`src/design/mlfq_process_scheduler_macros.svh`:
```
// ----------------------------------------------------------------------------
// mlfq_process_scheduler_macros
// Assertion helpers for the scheduler.
// ----------------------------------------------------------------------------
`ifndef MLFQ_PROCESS_SCHEDULER_MACROS_SVH
`define MLFQ_PROCESS_SCHEDULER_MACROS_SVH

// Same-cycle implication, checked outside reset.
`define MLFQ_ASSERT_NOW(label, clk, rst, ante, cons, msg) \
  label: assert property (@(posedge clk) disable iff (rst) (ante) |-> (cons)) else $error(msg);

// Next-cycle implication, checked outside reset.
`define MLFQ_ASSERT_NEXT(label, clk, rst, ante, cons, msg) \
  label: assert property (@(posedge clk) disable iff (rst) (ante) |=> (cons)) else $error(msg);

`endif

```
`src/design/mlfq_pkg.sv`:
```
// ----------------------------------------------------------------------------
// mlfq_pkg
// Shared types and constants of the four-level feedback scheduler.
// ----------------------------------------------------------------------------
`timescale 1ns / 1ps
`default_nettype none

package mlfq_pkg;

  localparam int SLOT_COUNT_DEF = 64;

  localparam logic [15:0] BOOST_PERIOD_RST = 16'd100;
  localparam logic [15:0] STARVE_LIMIT_RST = 16'd100;
  localparam logic [4:0]  SLICE0_RST       = 5'd5;
  localparam logic [4:0]  SLICE1_RST       = 5'd5;
  localparam logic [4:0]  SLICE2_RST       = 5'd10;
  localparam logic [4:0]  SLICE3_RST       = 5'd20;
  localparam logic [1:0]  TOP_LEVEL        = 2'd3;

  typedef enum logic [2:0] {
    CMD_ALLOC    = 3'd0,
    CMD_RUNNABLE = 3'd1,
    CMD_BLOCK    = 3'd2,
    CMD_TICK     = 3'd3,
    CMD_PICK     = 3'd4,
    CMD_READ     = 3'd5
  } cmd_e;

  typedef enum logic [2:0] {
    REG_BOOST_PERIOD = 3'd0,
    REG_STARVE_LIMIT = 3'd1,
    REG_SLICE0       = 3'd2,
    REG_SLICE1       = 3'd3,
    REG_SLICE2       = 3'd4,
    REG_SLICE3       = 3'd5
  } reg_e;

  localparam logic [1:0] ST_IDLE  = 2'd0;
  localparam logic [1:0] ST_READY = 2'd1;
  localparam logic [1:0] ST_RUN   = 2'd2;

  typedef struct packed {
    logic [2:0] cmd;
    logic [5:0] slot;
    logic [1:0] level;
  } mlfq_req_t;

  typedef struct packed {
    logic        chosen_valid;
    logic [5:0]  chosen_slot;
    logic        preempted;
    logic [1:0]  level_out;
    logic [31:0] ticks_out;
  } mlfq_rsp_t;

  typedef struct packed {
    logic [1:0]  status;
    logic [1:0]  level;
    logic [4:0]  slice_used;
    logic [15:0] wait_cnt;
  } slot_row_t;

  typedef logic [3:0][31:0] tick_row_t;

  typedef enum logic [2:0] {
    OP_IDLE,
    OP_LOAD,
    OP_PREP,
    OP_SWEEP,
    OP_ROW_RD,
    OP_ROW_WR,
    OP_ACCT_RD,
    OP_ACCT_WR
  } dp_op_e;

  typedef struct packed {
    logic [2:0] cmd;
    logic       slot_ok;
    logic       run_active;
    logic       sweep_done;
  } dp_status_t;

endpackage

`default_nettype wire

```
`src/design/mlfq_ctrl.sv`:
```
// ----------------------------------------------------------------------------
// mlfq_ctrl
// Command sequencer: steps the datapath through each command.
// ----------------------------------------------------------------------------
`timescale 1ns / 1ps
`default_nettype none

module mlfq_ctrl import mlfq_pkg::*; (
  input  wire logic       clk,
  input  wire logic       rst,
  input  wire logic       start,
  output logic            busy,
  output logic            done,
  output dp_op_e          op,
  input  wire dp_status_t status
);

  typedef enum logic [3:0] {
    S_IDLE, S_DECODE, S_ROW_RD, S_ROW_WR, S_PREP, S_SWEEP,
    S_ACCT_RD, S_ACCT_WR, S_FINISH
  } state_t;

  state_t state;

  always_ff @(posedge clk) begin
    if (rst) begin
      state <= S_IDLE;
    end else begin
      unique case (state)
        S_IDLE: if (start) state <= S_DECODE;
        S_DECODE: begin
          case (status.cmd)
            CMD_ALLOC, CMD_RUNNABLE, CMD_BLOCK, CMD_READ:
              state <= status.slot_ok ? S_ROW_RD : S_FINISH;
            CMD_TICK: state <= S_PREP;
            CMD_PICK: state <= status.run_active ? S_FINISH : S_PREP;
            default:  state <= S_FINISH;
          endcase
        end
        S_ROW_RD: state <= S_ROW_WR;
        S_ROW_WR: state <= S_FINISH;
        S_PREP:   state <= S_SWEEP;
        S_SWEEP: begin
          if (status.sweep_done) begin
            if (status.cmd == CMD_TICK && status.run_active) state <= S_ACCT_RD;
            else state <= S_FINISH;
          end
        end
        S_ACCT_RD: state <= S_ACCT_WR;
        S_ACCT_WR: state <= S_FINISH;
        S_FINISH:  state <= S_IDLE;
        default:   state <= S_IDLE;
      endcase
    end
  end

  assign busy = (state != S_IDLE);
  assign done = (state == S_FINISH);

  always_comb begin
    unique case (state)
      S_IDLE:    op = start ? OP_LOAD : OP_IDLE;
      S_ROW_RD:  op = OP_ROW_RD;
      S_ROW_WR:  op = OP_ROW_WR;
      S_PREP:    op = OP_PREP;
      S_SWEEP:   op = OP_SWEEP;
      S_ACCT_RD: op = OP_ACCT_RD;
      S_ACCT_WR: op = OP_ACCT_WR;
      default:   op = OP_IDLE;
    endcase
  end

endmodule

`default_nettype wire

```
`config.mk`:
```
export PLATFORM = sky130hd
export DESIGN_NAME = mlfq_ctrl
export DESIGN_NICKNAME = d
export VERILOG_FILES = /design/src/design/mlfq_process_scheduler_macros.svh /design/src/design/mlfq_pkg.sv /design/src/design/mlfq_ctrl.sv
export SDC_FILE = /design/constraint.sdc
export NUM_CORES = 1
export LEC_CHECK = 0
export BUFFER_PORTS_ARGS = -buffer_cell sky130_fd_sc_hd__buf_4
export CAP_MARGIN = 20
export CORE_UTILIZATION = 25
export CTS_BUF_LIST = sky130_fd_sc_hd__clkbuf_2
export DETAILED_ROUTE_END_ITERATION = 16
export GPL_TIMING_DRIVEN = 0
export SKIP_CTS_REPAIR_TIMING = 1
export SLEW_MARGIN = 20
export SYNTH_ARGS = -nofsm -noshare
export SYNTH_HDL_FRONTEND = slang
export SYNTH_SLANG_ARGS = --single-unit
```
`constraint.sdc`:
```
create_clock -name clk -period 2.1 [get_ports clk]
set_input_delay 0.21 -clock clk [delete_from_list [all_inputs] [get_ports clk]]
set_output_delay 0.21 -clock clk [all_outputs]
set_load 0.05 [all_outputs]
```
Word-level counts from Yosys, hierarchy flattened
Index checks and enable logic that the tools add are counted.
{"block": "totals", "inputBits": 9, "register_bits": 4, "wordCells": 32, "out_inout_bits": 5}
{"block": "classes", "reduce_logical": 7, "eq_ne": 15, "n_mux": 9}
{"operator": "$pmux 4 s7", "n": 1}
{"operator": "$pmux 3 s7", "n": 1}
{"operator": "$mux 4", "n": 5}
{"operator": "$eq 4x3->1 const B", "n": 4}
{"operator": "$pmux 4 s3", "n": 1}
{"operator": "$eq 4x2->1 const B", "n": 2}
{"operator": "$eq 3x2->1 const B", "n": 2}
{"operator": "$eq 3x3->1 const B", "n": 2}
{"operator": "$eq 4x1->1 const B", "n": 1}
{"operator": "$eq 4x4->1 const B", "n": 1}
{"operator": "$logic_not 4->1", "n": 1}
{"operator": "$ne 2x2->1 const B", "n": 2}
{"operator": "$reduce_bool 4->1", "n": 1}
{"operator": "$reduce_or 4->1", "n": 1}
{"operator": "$eq 3x1->1 const B", "n": 1}
{"operator": "$logic_not 3->1", "n": 1}
{"operator": "$reduce_and 2->1", "n": 1}
{"operator": "$reduce_or 2->1", "n": 1}
{"operator": "$logic_and 1x1->1", "n": 1}
{"operator": "$mux 1", "n": 1}

Longest topological paths before layout
{"block": "depth", "word_depth": 5, "mapped_depth": 5, "depth_no_buf": 4}

Worst setup path after synthesis
Ideal clock, no wire load.
{"block": "synth_timing", "kind": "flip-flop to output port", "startpoint": "register state[0]", "endpoint": "output port done", "required_time_ns": 1.890, "stages_incl_launch_ff": 3, "t_arrival_ns": 2.127, "path_slack_ns": -0.237, "cell_sequence": "dfxtp_1 -> clkbuf_1 -> nor4b_1"}
{"block": "synth_between", "elab_chain_len": 1}
{"element": "from (decl)", "line_no": "mlfq_ctrl.sv:23", "text": "state_t state;"}
{"element": "from (signal assigned)", "line_no": "mlfq_ctrl.sv:34", "text": "state <= status.slot_ok ? S_ROW_RD : S_FINISH;"}
{"element": "from (signal assigned)", "line_no": "mlfq_ctrl.sv:36", "text": "CMD_PICK: state <= status.run_active ? S_FINISH : S_PREP;"}
{"element": "$eq 4x4->1", "line_no": "mlfq_ctrl.sv:58", "text": "assign done = (state == S_FINISH);"}
{"element": "to (decl)", "line_no": "mlfq_ctrl.sv:13", "text": "output logic done,"}
No other way between the ends.

Final worst setup path
{"block": "layout_timing", "startpoint": "register state[2]", "endpoint": "output port op[0]"}
{"block": "layout_between", "elab_chain_len": 2}
{"element": "$eq 4x3->1, or another cell as far along", "line_no": "mlfq_ctrl.sv:61", "text": "unique case (state)"}
{"element": "$pmux 3 s7 *", "line_no": "mlfq_ctrl.sv:61"}
{"element": "to (decl)", "line_no": "mlfq_ctrl.sv:14", "text": "output dp_op_e op,"}
Mark *: on every way between the ends. The rest lies on a longest branch, timed or not.

==> PnR_summary.wiki <==
{| class="wikitable"
! Metric !! Value
|-
| Flip-flop and latch count after synthesis || 4
|-
| Global-route wire length before repair || approximately 1400 um
|-
| Initial cell density of the core || 0.272
|-
| Combinational family with the most area after synthesis || simple AND/OR/NAND/NOR gates
|-
| Number of enable-type register cells in the synthesized netlist || 0
|-
| Final min period || 1.71 ns
|-
| CTS tree || built
|-
| Share of post-route cells with drive strength above 1 || 0.385
|-
| Number of flip-flops in the largest register || 4
|-
| Later-pin clock latency in the skew report || ~0.20 ns
|-
| GPL Wtd Cong || 0.881
|-
| Antenna viol nets, final || 0
|-
| Post-Layout Inst Area || a little under 500 um^2
|-
| Count of input and output buffers || 13
|-
| Max-cap violations || 0
|-
| Post-layout nets || 76
|-
| Iteration count of the initial detailed-routing pass || 4
|-
| Root Buffer Master || sky130_fd_sc_hd__clkbuf_2
|-
| Largest voltage drop on the vdd net || approximately 0.32 mV
|-
| Post-Route Hold Slack || 0.181 ns
|-
| Result of the run || finished clean
|-
| Worst Path Required || ~1.9 ns
|-
| Final total negative setup slack || 0 ns
|-
| Inserted Clock Buffers || 3
|-
| Pin count of the biggest net entering global routing || 11
|-
| Endpoints failing hold || 0
|-
| Fin. max-slew vios || 0
|-
| Arrival time of the worst setup path || about 1.5 ns
|-
| Cell count after synthesis || 49
|-
| Xor-xnor portion of the synthesized cell area || 0
|-
| Critical Path Source || state[2]
|-
| Vias || 386
|-
| Antenna diodes || 0
|-
| Area added between synthesis and finish || 38.9%
|-
| Number of failing setup endpoints in the final timing report || 0
|-
| Start of the worst register-to-register path || state[0]
|-
| Die width || around 40 um
|-
| Final core occ || 0.378
|-
| Max Fclk || ~590 MHz
|-
| Total congestion overflow || 0
|-
| Post-synth cell types || 25
|-
| Total die area || roughly 1600 um^2
|-
| Area share of fa/ha/maj cells after synthesis || 0
|-
| Synthesized area divided by synthesized cell count || between 7 and 8 um^2
|-
| Post-Place Cell Area || between 400 and 500 um^2
|-
| Compound-gate portion of the synthesized area || 0.307
|-
| Count of boundary I/O pins || 14
|-
| Critical path peak fanout || 4
|-
| Proportion of synthesized area in mux cells || 0
|-
| Commonest cells after routing, fill and taps aside || sky130_fd_sc_hd__buf_4, sky130_fd_sc_hd__a21oi_1, sky130_fd_sc_hd__nor2_1
|-
| Power per Cell Area || 499 nW/um^2
|-
| Share of flip-flops with an asynchronous set or reset || 0
|-
| Element type at the critical path start || flip-flop
|-
| Die boundary height || around 40 um
|-
| Least-Margin Pin Slew || 0.378 ns
|-
| Net count after synthesis || slightly below 60
|-
| Sink Count || 4
|-
| Leakage || approximately 0.21 nW
|-
| GR Layer Usage met1 || 0.183
|-
| HPWL after DPL || 634 um
|-
| Headroom to the max-slew limit || 0.748
|-
| Detail-routed via count per cell || between 4 and 5
|-
| Post-synth top flop || sky130_fd_sc_hd__dfxtp_1
|-
| Routed wire length per instance || about 10 um
|-
| Worst Setup Path Type || flip-flop to output port
|-
| Largest registers || state (4)
|-
| Area fraction in and, or, nand and nor cells after synthesis || 0.385
|-
| Clk_skew || about 0.0016 ns
|-
| Source of the worst hold timing path || rst
|-
| Most frequent standard cell in the layout excluding fill and tap cells || sky130_fd_sc_hd__buf_4
|-
| Synth Warn # || 0
|-
| Tot Pwr || about 0.00025 W
|-
| All-layer global routing usage || 0.134
|-
| Number of antenna violations at the first check in global routing || 0
|-
| Period utilisation layout || 0.814
|-
| Gr busiest metal || met1
|-
| Unrepaired setup endpoints after global routing || no
|-
| Hold WC Path Type || input port to flip-flop
|-
| Drt total wl || ~800 um
|-
| Largest reg by FF count || state
|-
| Floorplan row count || 13
|-
| Number of violations reported at the end of detailed-routing iteration 0 || 2
|-
| Number of buffers between clock root and the deepest sink || 2
|-
| GRT met2 Usage || 0.172
|-
| DRC violations left || 0
|-
| H-tree depth || 1
|-
| Combined area of all synthesized cells || 354 um^2
|-
| Vias in the first global route || approximately 350
|-
| Area of the core region || between 1000 and 1500 um^2
|-
| Clock slew seen by the registers of the worst setup and hold paths || 0.04 ns
|-
| Global-route met3 utilization || 0.0341
|-
| Type of element capturing the critical path || output port
|-
| Proportion of synthesized chip area in sequential cells || 0.226
|}
worst max-delay path, cell delays in order (launching register included):
cell,delay [ns]
sky130_fd_sc_hd__dfxtp_1,0.32
sky130_fd_sc_hd__or4b_2,0.63
sky130_fd_sc_hd__a21oi_1,0.14
sky130_fd_sc_hd__buf_4,0.21
cells in the mapped netlist, types with 2 or more instances:
cell | count | area [um^2]
sky130_fd_sc_hd__buf_2 | 2 | 10.0
sky130_fd_sc_hd__nand2_1 | 4 | 15.0
sky130_fd_sc_hd__nand2b_1 | 2 | 12.5
sky130_fd_sc_hd__o21ai_0 | 4 | 20.0
sky130_fd_sc_hd__nor2_1 | 5 | 18.8
sky130_fd_sc_hd__o21a_1 | 2 | 15.0
sky130_fd_sc_hd__a21oi_1 | 5 | 25.0
sky130_fd_sc_hd__dfxtp_1 | 4 | 80.1
sky130_fd_sc_hd__nor2b_1 | 2 | 12.5
sky130_fd_sc_hd__inv_1 | 4 | 15.0
metrics by stage:
step	worst slack [ns]	cells
global placement	0.597	77
finish	0.391	80
floorplan	0.174	49
CTS	0.363	80
detailed placement	0.589	77
global route	0.325	80
cell families (layout without fill, tap and decap cells):
logic type,count (synthesis),after routing
buf+inv,7,23
simple gates,22,22
compound gates,16,16
flops,4,4
cell type report:
type / count / area [um^2]
fill: 154 / 810
multi-input combinational: 38 / 251
timing repair buffer: 13 / 97.6
sequential: 4 / 80.1
tap: 15 / 18.8
clock buffer: 3 / 15.0
inverter: 4 / 15.0
buffer: 3 / 13.8
layer usage:
metal / vias to the layer above / share of wire
met2: 6 / 0.46
li1: 208 / -
met3: 0 / 0.025
met4: 0 / 0
met1: 172 / 0.52
met5: - / 0
report_power, final:
part / leakage, nW / internal (W) / switching, W / total (W)
clock: 0.0125 / 0.0000384 / 0.0000273 / 0.0000657
sequential: 0.0326 / 0.0000801 / 0.00000334 / 0.0000834
combinational: 0.169 / 0.0000394 / 0.0000571 / 0.0000965
final timing paths:
kind,endpoint,slack [ns],cells after the start
max reg2reg,state[0],0.91,4
min reg2reg,state[0],0.56,1
max,op[0],0.39,3
min,state[0],0.18,2
No activity file was read; power rests on OpenSTA's default activity.
